===== config.mk =====
export PLATFORM = sky130hd
export DESIGN_NAME = utf8_chunk_boundary_sanitizer_core
export DESIGN_NICKNAME = d
export VERILOG_FILES = /design/src/sv/ucbs_pkg.sv /design/src/sv/ucbs_ctrl.sv /design/src/sv/ucbs_datapath.sv /design/src/sv/utf8_chunk_boundary_sanitizer_core.sv
export SDC_FILE = /design/constraint.sdc
export NUM_CORES = 1
export LEC_CHECK = 0
export ABC_AREA = 0
export CORE_MARGIN = 2
export CORE_UTILIZATION = 35
export CTS_CLUSTER_SIZE = 14
export DETAILED_ROUTE_END_ITERATION = 8
export DONT_BUFFER_PORTS = 1
export PLACE_DENSITY = 0.62
export SETUP_SLACK_MARGIN = 0.2
export SYNTH_ARGS = -nofsm -noshare
export SYNTH_HDL_FRONTEND = slang
export SYNTH_SLANG_ARGS = --single-unit

===== constraint.sdc =====
create_clock -name clk_i -period 3.29 [get_ports clk_i]
set_input_delay 0.658 -clock clk_i [delete_from_list [all_inputs] [get_ports clk_i]]
set_output_delay 0.658 -clock clk_i [all_outputs]
set_load 0.05 [all_outputs]

===== src/sv/ucbs_pkg.sv =====
// ----------------------------------------------------------------------------
// ucbs_pkg
// Shared types and constants of the utf-8 chunk boundary sanitizer: chunk
// capacity, byte codes and the command/status bundles between the controller
// and the datapath.
// ----------------------------------------------------------------------------
package ucbs_pkg;

  localparam int CHUNK_BYTES = 64;
  localparam int ADDR_W      = $clog2(CHUNK_BYTES);
  localparam int CNT_W       = $clog2(CHUNK_BYTES + 1);
  localparam int LEN_W       = 7;

  localparam logic [7:0] BYTE_FF    = 8'hFF;
  localparam logic [7:0] BYTE_FE    = 8'hFE;
  localparam logic [7:0] BOM8_B0    = 8'hEF;
  localparam logic [7:0] BOM8_B1    = 8'hBB;
  localparam logic [7:0] BOM8_B2    = 8'hBF;
  localparam logic [7:0] BYTE_CR    = 8'h0D;
  localparam logic [7:0] BYTE_NUL   = 8'h00;
  localparam logic [7:0] BYTE_SPACE = 8'h20;

  typedef enum logic [2:0] {
    S_IDLE,
    S_CHECK,
    S_TRIM_RD,
    S_TRIM_EV,
    S_FIX,
    S_EMIT
  } ucbs_state_e;

  typedef struct packed {
    logic load;        // byte transfer accepted
    logic close;       // accepted byte ends the chunk
    logic check;       // evaluate byte order marks
    logic status_out;  // send the utf-16 status result
    logic trim_rd;     // read the byte before the current length
    logic trim_step;   // evaluate the byte read for the tail walk
    logic fix;         // empty-after-trim fixup, rewind emit index
    logic emit_rd;     // read the next byte to send
  } ucbs_cmd_t;

  typedef struct packed {
    logic utf16;       // utf-16 byte order mark at file start
    logic more;        // chunk is not the file's last
    logic len_zero;    // working length is zero
    logic step_cont;   // byte just read is a continuation byte
    logic emit_last;   // emit index points at the last kept byte
  } ucbs_sts_t;

endpackage


===== src/sv/ucbs_ctrl.sv =====
// ----------------------------------------------------------------------------
// ucbs_ctrl
// Controller: sequences load, mark check, tail walk, length fixup and emit.
// ----------------------------------------------------------------------------
module ucbs_ctrl (
  input  logic               clk_i,
  input  logic               rst_ni,
  input  logic               start_i,
  input  logic               chunk_end_i,
  input  ucbs_pkg::ucbs_sts_t sts_i,
  output ucbs_pkg::ucbs_cmd_t cmd_o,
  output logic               busy_o
);
  import ucbs_pkg::*;

  ucbs_state_e state_q, state_d;

  always_ff @(posedge clk_i or negedge rst_ni) begin
    if (!rst_ni) begin
      state_q <= S_IDLE;
    end else begin
      state_q <= state_d;
    end
  end

  always_comb begin
    state_d = state_q;
    cmd_o   = '0;
    unique case (state_q)
      S_IDLE: begin
        if (start_i) begin
          cmd_o.load  = 1'b1;
          cmd_o.close = chunk_end_i;
          if (chunk_end_i) begin
            state_d = S_CHECK;
          end
        end
      end
      S_CHECK: begin
        cmd_o.check = 1'b1;
        if (sts_i.utf16) begin
          cmd_o.status_out = 1'b1;
          state_d          = S_IDLE;
        end else if (sts_i.more) begin
          state_d = S_TRIM_RD;
        end else begin
          state_d = S_FIX;
        end
      end
      S_TRIM_RD: begin
        if (sts_i.len_zero) begin
          state_d = S_FIX;
        end else begin
          cmd_o.trim_rd = 1'b1;
          state_d       = S_TRIM_EV;
        end
      end
      S_TRIM_EV: begin
        cmd_o.trim_step = 1'b1;
        state_d = sts_i.step_cont ? S_TRIM_RD : S_FIX;
      end
      S_FIX: begin
        cmd_o.fix = 1'b1;
        state_d   = S_EMIT;
      end
      S_EMIT: begin
        cmd_o.emit_rd = 1'b1;
        if (sts_i.emit_last) begin
          state_d = S_IDLE;
        end
      end
      default: begin
        state_d = S_IDLE;
      end
    endcase
  end

  assign busy_o = (state_q != S_IDLE);

endmodule


===== src/sv/ucbs_datapath.sv =====
// ----------------------------------------------------------------------------
// ucbs_datapath
// Datapath: chunk store, byte count, mark detection, tail walk registers and
// the result registers.
// ----------------------------------------------------------------------------
module ucbs_datapath (
  input  logic                  clk_i,
  input  logic                  rst_ni,
  input  ucbs_pkg::ucbs_cmd_t   cmd_i,
  output ucbs_pkg::ucbs_sts_t   sts_o,
  input  logic [7:0]            data_byte_i,
  input  logic                  at_file_start_i,
  input  logic                  more_follows_i,
  output logic                  out_valid_o,
  output logic [7:0]            out_byte_o,
  output logic                  out_last_o,
  output logic                  status_o,
  output logic [ucbs_pkg::LEN_W-1:0] valid_length_o
);
  import ucbs_pkg::*;

  logic [7:0]        mem [CHUNK_BYTES];
  logic [CNT_W-1:0]  cnt_q, cnt_d;
  logic [CNT_W-1:0]  n_q, len_q, tail_q;
  logic [ADDR_W-1:0] idx_q;
  logic [7:0]        b0_q, b1_q, b2_q;
  logic              start_q, more_q, bom_q;
  logic              room, wr_en;
  logic [CNT_W-1:0]  n_next, len_m1;
  logic              rd_en;
  logic [ADDR_W-1:0] rd_addr, rd_addr_q;
  logic [7:0]        rd_data_q;
  logic              rd_vld_q, rd_last_q;
  logic [7:0]        eval_byte, clean_byte;
  logic [CNT_W-1:0]  expect_cnt;
  logic              utf16, bom8;
  logic              out_vld_q, out_last_q, out_status_q;
  logic [7:0]        out_byte_q;
  logic [CNT_W-1:0]  out_len_q;

  assign room   = (cnt_q < CNT_W'(CHUNK_BYTES));
  assign wr_en  = cmd_i.load && room;
  assign n_next = room ? cnt_q + CNT_W'(1) : cnt_q;
  assign len_m1 = len_q - CNT_W'(1);

  always_comb begin
    cnt_d = cnt_q;
    if (cmd_i.close) begin
      cnt_d = '0;
    end else if (wr_en) begin
      cnt_d = cnt_q + CNT_W'(1);
    end
  end

  always_ff @(posedge clk_i or negedge rst_ni) begin
    if (!rst_ni) begin
      cnt_q <= '0;
    end else begin
      cnt_q <= cnt_d;
    end
  end

  // chunk store
  always_ff @(posedge clk_i) begin
    if (wr_en) begin
      mem[cnt_q[ADDR_W-1:0]] <= data_byte_i;
    end
  end

  assign rd_en   = cmd_i.trim_rd || cmd_i.emit_rd;
  assign rd_addr = cmd_i.trim_rd ? len_m1[ADDR_W-1:0] : idx_q;

  always_ff @(posedge clk_i) begin
    if (rd_en) begin
      rd_data_q <= mem[rd_addr];
      rd_addr_q <= rd_addr;
    end
  end

  // first three bytes kept aside for the mark checks
  always_ff @(posedge clk_i) begin
    if (wr_en && cnt_q == CNT_W'(0)) b0_q <= data_byte_i;
    if (wr_en && cnt_q == CNT_W'(1)) b1_q <= data_byte_i;
    if (wr_en && cnt_q == CNT_W'(2)) b2_q <= data_byte_i;
  end

  assign utf16 = start_q && (n_q >= CNT_W'(2)) &&
                 ((b0_q == BYTE_FF && b1_q == BYTE_FE) ||
                  (b0_q == BYTE_FE && b1_q == BYTE_FF));
  assign bom8  = start_q && (n_q >= CNT_W'(3)) &&
                 b0_q == BOM8_B0 && b1_q == BOM8_B1 && b2_q == BOM8_B2;

  // utf-8 mark bytes read back as spaces
  assign eval_byte = (bom_q && rd_addr_q < ADDR_W'(3)) ? BYTE_SPACE : rd_data_q;

  always_comb begin
    if (eval_byte[7:5] == 3'b110) begin
      expect_cnt = CNT_W'(1);
    end else if (eval_byte[7:4] == 4'b1110) begin
      expect_cnt = CNT_W'(2);
    end else if (eval_byte[7:3] == 5'b11110) begin
      expect_cnt = CNT_W'(3);
    end else begin
      expect_cnt = '0;
    end
  end

  always_ff @(posedge clk_i) begin
    if (cmd_i.close) begin
      n_q     <= n_next;
      len_q   <= n_next;
      tail_q  <= '0;
      start_q <= at_file_start_i;
      more_q  <= more_follows_i;
    end
    if (cmd_i.check) begin
      bom_q <= bom8;
    end
    if (cmd_i.trim_step && eval_byte[7]) begin
      if (!eval_byte[6]) begin
        tail_q <= tail_q + CNT_W'(1);
        len_q  <= len_m1;
      end else if (tail_q == expect_cnt) begin
        len_q <= len_q + tail_q;
      end else begin
        len_q <= len_m1;
      end
    end
    if (cmd_i.fix) begin
      if (len_q == '0) begin
        len_q <= n_q;
      end
      idx_q <= '0;
    end
    if (cmd_i.emit_rd) begin
      idx_q <= idx_q + ADDR_W'(1);
    end
  end

  always_ff @(posedge clk_i or negedge rst_ni) begin
    if (!rst_ni) begin
      rd_vld_q  <= 1'b0;
      rd_last_q <= 1'b0;
      out_vld_q <= 1'b0;
    end else begin
      rd_vld_q  <= cmd_i.emit_rd;
      rd_last_q <= cmd_i.emit_rd && sts_o.emit_last;
      out_vld_q <= cmd_i.status_out || rd_vld_q;
    end
  end

  always_comb begin
    clean_byte = eval_byte;
    if (eval_byte == BYTE_CR || eval_byte == BYTE_NUL) begin
      clean_byte = BYTE_SPACE;
    end
  end

  always_ff @(posedge clk_i) begin
    if (cmd_i.status_out) begin
      out_byte_q   <= '0;
      out_last_q   <= 1'b1;
      out_status_q <= 1'b1;
      out_len_q    <= n_q;
    end else if (rd_vld_q) begin
      out_byte_q   <= clean_byte;
      out_last_q   <= rd_last_q;
      out_status_q <= 1'b0;
      out_len_q    <= len_q;
    end
  end

  assign sts_o.utf16     = utf16;
  assign sts_o.more      = more_q;
  assign sts_o.len_zero  = (len_q == '0);
  assign sts_o.step_cont = (eval_byte[7:6] == 2'b10);
  assign sts_o.emit_last = ((CNT_W'(idx_q) + CNT_W'(1)) == len_q);

  assign out_valid_o    = out_vld_q;
  assign out_byte_o     = out_byte_q;
  assign out_last_o     = out_last_q;
  assign status_o       = out_status_q;
  assign valid_length_o = LEN_W'(out_len_q);

endmodule


===== src/sv/utf8_chunk_boundary_sanitizer_core.sv =====
// Bytes load one per cycle while busy is low; a byte with chunk_end starts processing.
// Processing: a mark check, then, when more follows, a tail walk that reads and
// evaluates each byte it visits, a length fixup and a read of each kept byte.
// A utf-16 mark ends processing after the check. Results leave through the output registers,
// kept bytes also through the store read register; the last may follow busy falling.
// Reset clears count, state and strobes; the chunk store needs no clearing.
// ----------------------------------------------------------------------------
// utf8_chunk_boundary_sanitizer_core
// Collects a text chunk, handles byte order marks, trims a cut-off trailing
// utf-8 character and sends the cleaned bytes.
// ----------------------------------------------------------------------------
module utf8_chunk_boundary_sanitizer_core (
  input  logic                       clk_i,
  input  logic                       rst_ni,
  input  logic                       start,
  output logic                       busy,
  input  logic [7:0]                 data_byte_i,
  input  logic                       chunk_end_i,
  input  logic                       at_file_start_i,
  input  logic                       more_follows_i,
  output logic                       out_valid_o,
  output logic [7:0]                 out_byte_o,
  output logic                       out_last_o,
  output logic                       status_o,
  output logic [ucbs_pkg::LEN_W-1:0] valid_length_o
);
  import ucbs_pkg::*;

  ucbs_cmd_t cmd;
  ucbs_sts_t sts;

  ucbs_ctrl u_ctrl (
    .clk_i       (clk_i),
    .rst_ni      (rst_ni),
    .start_i     (start),
    .chunk_end_i (chunk_end_i),
    .sts_i       (sts),
    .cmd_o       (cmd),
    .busy_o      (busy)
  );

  ucbs_datapath u_datapath (
    .clk_i           (clk_i),
    .rst_ni          (rst_ni),
    .cmd_i           (cmd),
    .sts_o           (sts),
    .data_byte_i     (data_byte_i),
    .at_file_start_i (at_file_start_i),
    .more_follows_i  (more_follows_i),
    .out_valid_o     (out_valid_o),
    .out_byte_o      (out_byte_o),
    .out_last_o      (out_last_o),
    .status_o        (status_o),
    .valid_length_o  (valid_length_o)
  );

endmodule


==> metrics.yaml, run 1 <==
synth_top_area_share_pct: 69.8
p_leak_nw: 10.2
p_switching_mw: 7.64
cts_tree: "done"
ys_seq_elements: 610
finalSetupViolations: 5
crit_type: "reg2reg"
status: "finished, violations left"
grt_start_max_net_pins: 68
die_area_um2: 72500
finalWorstSetupSlack_ns: -0.0520
powerDensity_nw_per_um2: 828
whs_ns: 0.127
numClockSinks: 610
wirelength_mm: 60.2
p_int_mw: 16.9
drt-initial-drc-count: 1385
crit_path_cell_trace: "inv_2, ha_4, or4b_4, o21a_4, mux2i_4, buf_12, buf_12, buf_16, buf_16, buf_8, mux2i_2, o22ai_2, o21ai_2, and4_4, nand4_1"
drt-vias-per-instance: 5.29
cp-start-kind: "flip-flop"
min_period_ns: 3.34
die_w_um: 269
finalPower_mw: 24.5
synth_warnings: 0
rsz0062_at_grt: "true"
clockRootBuffer: "clkbuf_16"
cts_buffers: 61
insertion_delay_ns: 0.64
synth_fp_nets: 1469
synthToLayoutAreaGrowth_pct: 20.3
fmax_mhz: 299
drive_above_1_share_pct: 25.7
multiInputGateArea_um2: 6330
synth_top_cells_by_area: "edfxtp_1 70%, mux4_2 5.9%, mux2i_1 5.5%"
grt_first_pass_wirelength_mm: 90.1
die_y_um: 269
synth_edf_count: 573
dp_slack_ns: -0.193
clk_pin_slew_ns: 0.06
detail-route-antenna-nets: 0
swShare_pct: 31.1
drcViolationCount: 0
timing.critical_path.required_ns: 3.65
maxCapViolCount: 0
finClkSkew_ns: 0.0293
antenna_found_initial: 0
numPortBuffers: 0
ys_types: 64
n_antenna_cell: 0
crit_slowest_cell: "or4b_4"
yosysMostFrequentCell: "edfxtp_1"
seq_area_um2: 18000
hold_class: "in2reg"
fin_nets: 1654
synthArstFlopShare_pct: 2.13
start_util_pct: 35.2
synth-main-ff-cell: "edfxtp_1"
ios: 33
ctsHtreeMaxLevel: 2
post-place-cells: 2473
end_kind: "flip-flop"
num_vias: 13800
synth_common_cells: "573 x edfxtp_1, 135 x mux2i_1, 96 x nor2_1, 66 x o22ai_1, 64 x mux4_2"
num_rows: 97
stdcell_count: 2615
cp.arrival_ns: 3.70
fin_crit_sh_pct: 102
relSlewSlack_pct: 46.2
worstMarginPinSlew_ns: 0.804
grt_use_total_pct: 16.4
worstPathMaxFanout: 9
synthesis.area_um2: 24600
dp.final_hpwl_mm: 36.4
routabilityCongestion: 0.852
cts_buffer_depth: 3
core_area_um2: 69900
pwr-share-comb_pct: 32.5
syn_inst: 1439
final_hold_viol_count: 0
seq_area_frac_synth_pct: 73.1
p_seq_share_pct: 39.4
cp_slowest_stage_delay_ns: 0.47
final_util_pct: 42.4
syn_area_per_cell_um2: 17.1
synth_top_area_cell: "edfxtp_1"
ir_worst_vdd_mv: 0.489
routedWlPerCell_um: 23.0
clkPwrFrac_pct: 28.1
failed_checks: "setup timing"
drtPass1Iterations: 5
finalMaxSlewViolations: 0
grt-ovfl-total: 0
grt_pass1_vias: 13900
nFillCells: 6155
-- cell usage in the layout (no fill, tap or decap), types with 15 or more instances in the layout --
cell type  count
o21ai_0       29
inv_1         23
mux4_2        64
buf_4        161
o22ai_1       61
edfxtp_1     573
nand3_1       21
mux2i_1      128
clkbuf_16     62
dfxtp_1       22
clkinv_1      15
nand2_1       59
nand4_1       18
buf_16        15
nor2_1        96
-- path summary, 6_finish.rpt --
kind / cells after the start / end / from / slack (ns)
setup / recovery: 15 / u_datapath.rd_data_q[2] / u_datapath.len_q[0] / -0.05
hold / removal: 0 / u_datapath.mem[62][3] / data_byte_i[3] / 0.13
setup reg to reg: 15 / u_datapath.rd_data_q[2] / u_datapath.len_q[0] / -0.05
hold reg to reg: 2 / u_datapath.out_last_o / u_datapath.rd_last_q / 0.46
max in group asynchronous: 1 / u_datapath.cnt_q[4] / rst_ni / 2.33
min in group asynchronous: 1 / u_datapath.out_valid_o / rst_ni / 0.52
-- repair_timing --
action	in CTS	in global routing
setup endpoints to repair	8	8
hold buffers	1	0
gates resized for setup	89	27
gates cloned	13	1
setup buffers	9	4
endpoints found under the hold margin	13	0
pin swaps	20	7
-- metrics by stage --
stage | TNS (ns) | cell area, µm²
after floorplan | 0 | 24600
after global routing | -0.669 | 29600
final | -0.117 | 29600
after global placement | -0.654 | 26700
after CTS | 0 | 29500
after detailed placement | -1.16 | 26700
-- worst max-delay path: cells and delay by family, from the launching register on --
kind	cells	cell delay, ns
AOI/OAI and AO/OA	3	0.58
adders and majority gates	1	0.12
buffers and inverters	6	0.80
DFF	1	0.32
muxes	2	0.40
and+or+nand+nor	3	0.84
-- per-layer routing --
layer	up-vias	wire length [µm]	share of wire, %	global-route usage, %
met5	-	0	0	0
met4	0	1530	2.5	4.99
met3	96	4060	6.7	2.84
met2	523	28900	48	26.9
met1	7098	25700	43	22.3
li1	6111	-	-	-
-- logic make-up (layout without fill, tap and decap cells) --
logic type,after synthesis,after routing,synth area share [%]
compound gates,209,209,5.58
xor+xnor,26,26,0.924
fa+ha+maj,16,16,0.843
buf+inv,101,337,2.49
flops,610,610,73.1
mux,204,204,11.6
simple gates,273,273,5.44
-- state kept, by name (all words and copies together), names as in the netlist, 3 cells and up --
name and flops:
u_datapath.idx_q 6, u_datapath.len_q 7, u_datapath.b1_q 8, u_datapath.valid_length_o 7, u_datapath.rd_data_q 8, u_datapath.b2_q 8, u_datapath.cnt_q 7, u_ctrl.state_q 3
u_datapath.n_q 7, u_datapath.mem 512, u_datapath.b0_q 8, u_datapath.rd_addr_q 6, u_datapath.out_byte_o 8, u_datapath.tail_q 7
-- final cells by class --
class                   instances  share of cell area (%)
clock buffers                  68                    5.24
clock inverters                46                    1.46
inverters                      26                   0.338
multi-input cells             728                    21.3
flip-flops and latches        610                    60.8
well taps                     940                    3.97
repair buffers                197                    6.88
-- power by group through the flow --
stage	logic [mW]	clock network [mW]	registers [mW]
after floorplan	4.47	0	9.63
after global placement	6.39	0	9.82
final	7.97	6.89	9.67
after global routing	8.45	7.31	9.71
after detailed placement	6.44	0	9.82
after CTS	7.74	7.00	9.67
No activity file was read; power rests on OpenSTA's default activity.
==> run 2: changes to the inputs <==
RECOVER_POWER = 50   (was not set)
TNS_END_PERCENT = 30   (was not set)
==> metrics.yaml, run 2 (same netlist as run 1, synthesis figures left out) <==
mostFrequentLayoutCells: "573 x edfxtp_1, 153 x buf_4, 130 x mux2i_1"
dp.final_hpwl_mm: 36.4  # unchanged
cts_buffers: 61  # unchanged
clockRootBuffer: "clkbuf_16"
multiInputGateArea_um2: 6280  # -0.67%
timing.critical_path.required_ns: 3.65  # about the same
ctsHtreeMaxLevel: 2  # unchanged
clkPwrFrac_pct: 28.3  # +0.2 points
p_seq_share_pct: 39.8  # +0.4 points
rsz0062_at_grt: "true"
final_common_cell: "edfxtp_1"
finalSetupViolations: 0  # -5
routabilityCongestion: 0.852  # unchanged
insertion_delay_ns: 0.64  # about the same
finClkSkew_ns: 0.0239  # -0.00535 ns
detail-route-antenna-nets: 0  # unchanged
numClockSinks: 610  # unchanged
relSlewSlack_pct: 46.6  # +0.40 points
die_y_um: 269  # unchanged
wirelength_mm: 59.5  # -1.3%
num_rows: 97  # unchanged
reg2reg_to: "u_datapath.rd_data_q[5]"
p_int_mw: 16.8  # -0.79%
ir_worst_vdd_mv: 0.487  # -0.47%
num_vias: 13700  # -1.3%
holdPathStages: 0  # unchanged
hold_path_end: "u_datapath.mem[52][6]"
reg2reg_from: "u_datapath.len_q[1]"
grt-ovfl-total: 0  # unchanged
p_switching_mw: 7.54  # -1.2%
routedWlPerCell_um: 22.8  # -1.1%
stdcell_count: 2611  # -0.15%
synthToLayoutAreaGrowth_pct: 19.8
final_hold_viol_count: 0  # unchanged
cts_buffer_depth: 3  # unchanged
antenna_found_initial: 0  # unchanged
drt-vias-per-instance: 5.23  # -1.1%
p_leak_nw: 10.1  # -0.73%
swShare_pct: 31.0  # -0.087 points
totalNegativeSetupSlack_ns: 0  # +0.117 ns
nFillCells: 6176  # +0.34%
fin_nets: 1650  # -0.24%
post-place-cells: 2473  # unchanged
n_antenna_cell: 0  # unchanged
drive_above_1_share_pct: 24.8  # -0.90 points
worstPathMaxFanout: 7  # -2
numPortBuffers: 0  # unchanged
reg2reg_depth: 15  # unchanged
drcViolationCount: 0  # unchanged
die_area_um2: 72500  # unchanged
min_period_ns: 3.28  # -0.0628 ns
hold_class: "in2reg"
fmax_mhz: 305  # +1.9%
clk_pin_slew_ns: 0.06  # about the same
grt_use_total_pct: 16.3  # -0.13 points
cp.arrival_ns: 3.64  # -0.06 ns
finalPower_mw: 24.3  # -0.91%
seq_area_um2: 18000  # unchanged
start_util_pct: 35.2  # unchanged
final_util_pct: 42.2  # -0.19 points
status: "completed"
cp-start-kind: "flip-flop"
crit_type: "reg2reg"
place_area_um2: 26700  # unchanged
finalMaxSlewViolations: 0  # unchanged
grt_pass1_vias: 13800  # -0.24%
grt_first_pass_wirelength_mm: 89.5  # -0.64%
core_area_um2: 69900  # unchanged
drt-initial-drc-count: 1244  # -10%
largest_reg_flops: 512  # unchanged
drtPass1Iterations: 5  # unchanged
hp-start: "data_byte_i[6]"
final_area_um2: 29500  # -0.44%
pwr-share-comb_pct: 31.9  # -0.6 points
cts_tree: "done"
ios: 33  # unchanged
end_kind: "flip-flop"
worstMarginPinSlew_ns: 0.798  # -0.00594 ns
maxCapViolCount: 0  # unchanged
r2r_slack_ns: 0.01  # +0.06 ns
grt_start_max_net_pins: 68  # unchanged
powerDensity_nw_per_um2: 824  # -0.47%
fin_crit_sh_pct: 99.7  # -1.9 points
die_w_um: 269  # unchanged
-- run 2: changes by cell type in the layout (fill, tap and decap cells not counted), moves of 2 or more --
cell and delta:
nand2_1 +2, nand2_4 -2, clkbuf_1 +5, buf_4 -8
buf_6 +2, buf_8 -2, mux2i_1 +2, mux2i_2 -2
-- run 2: layout make-up --
| type | count | area share, % |
|---|---|---|
| sequential | 610 | 61.0 |
| multi-input combinational | 728 | 21.3 |
| timing repair buffer | 193 | 6.61 |
| clock buffer | 68 | 5.26 |
| tap | 940 | 3.99 |
| clock inverter | 46 | 1.47 |
| inverter | 26 | 0.339 |
-- run 2: stage by stage --
stage	setup slack (ns)	hold slack, ns
6_report	0.0109	0.116
3_5_place_dp	-0.193	0.363
2_1_floorplan	0.203	0.362
4_1_cts	0.00412	0.0916
5_1_grt	-0.0682	0.0930
3_3_place_gp	-0.127	0.363
-- run 2: worst max path at each step --
stage | startpoint | to | slack, ns | cells past startpoint
detailed placement | u_datapath.len_q[1] | u_datapath.rd_data_q[2] | -0.19 | 13
global route | u_datapath.len_q[0] | u_datapath.rd_data_q[5] | -0.07 | 15
floorplan | u_datapath.len_q[0] | u_datapath.rd_data_q[0] | 0.20 | 11
global placement | u_datapath.len_q[0] | u_datapath.rd_data_q[7] | -0.13 | 11
finish | u_datapath.len_q[1] | u_datapath.rd_data_q[5] | 0.01 | 15
CTS | u_datapath.len_q[1] | u_datapath.rd_data_q[3] | 0.004 | 14
-- run 2: timing repair --
item / CTS / global route
hold endpoints to repair: 13 / 0
endpoints found under the setup margin: 8 / 8
buffers inserted: 7 / 4
hold buffers: 1 / 0
gates cloned: 11 / 1
pin swaps: 22 / 6
gates resized for setup: 88 / 18
-- run 2: power groups by stage --
stage	Combinational, mW	Sequential, mW	Clock [mW]
floorplan	4.47	9.63	0
global placement	6.39	9.82	0
detailed placement	6.44	9.82	0
CTS	7.60	9.66	7.00
global route	8.23	9.71	7.31
finish	7.75	9.67	6.89
-- run 2: routing by layer --
| metal | up-vias | global-route usage [%] | wire (µm) |
|---|---|---|---|
| li1 | 6091 | - | - |
| met1 | 7006 | 22.4 | 25500 |
| met2 | 467 | 26.5 | 28400 |
| met3 | 89 | 2.71 | 4130 |
| met4 | 0 | 4.88 | 1430 |
| met5 | - | 0 | 0 |
-- run 2: worst max-delay path, cell delays in order (launching register included) --
cell and delay, ns:
dfxtp_2 0.32, inv_2 0.07, ha_4 0.11, or4b_4 0.47
o21a_4 0.23, mux2i_4 0.18, buf_12 0.15, buf_12 0.12
buf_16 0.18, buf_8 0.14, mux2i_4 0.22, o22ai_1 0.09
o21ai_1 0.22, buf_4 0.15, and4_4 0.25, nand4_1 0.09
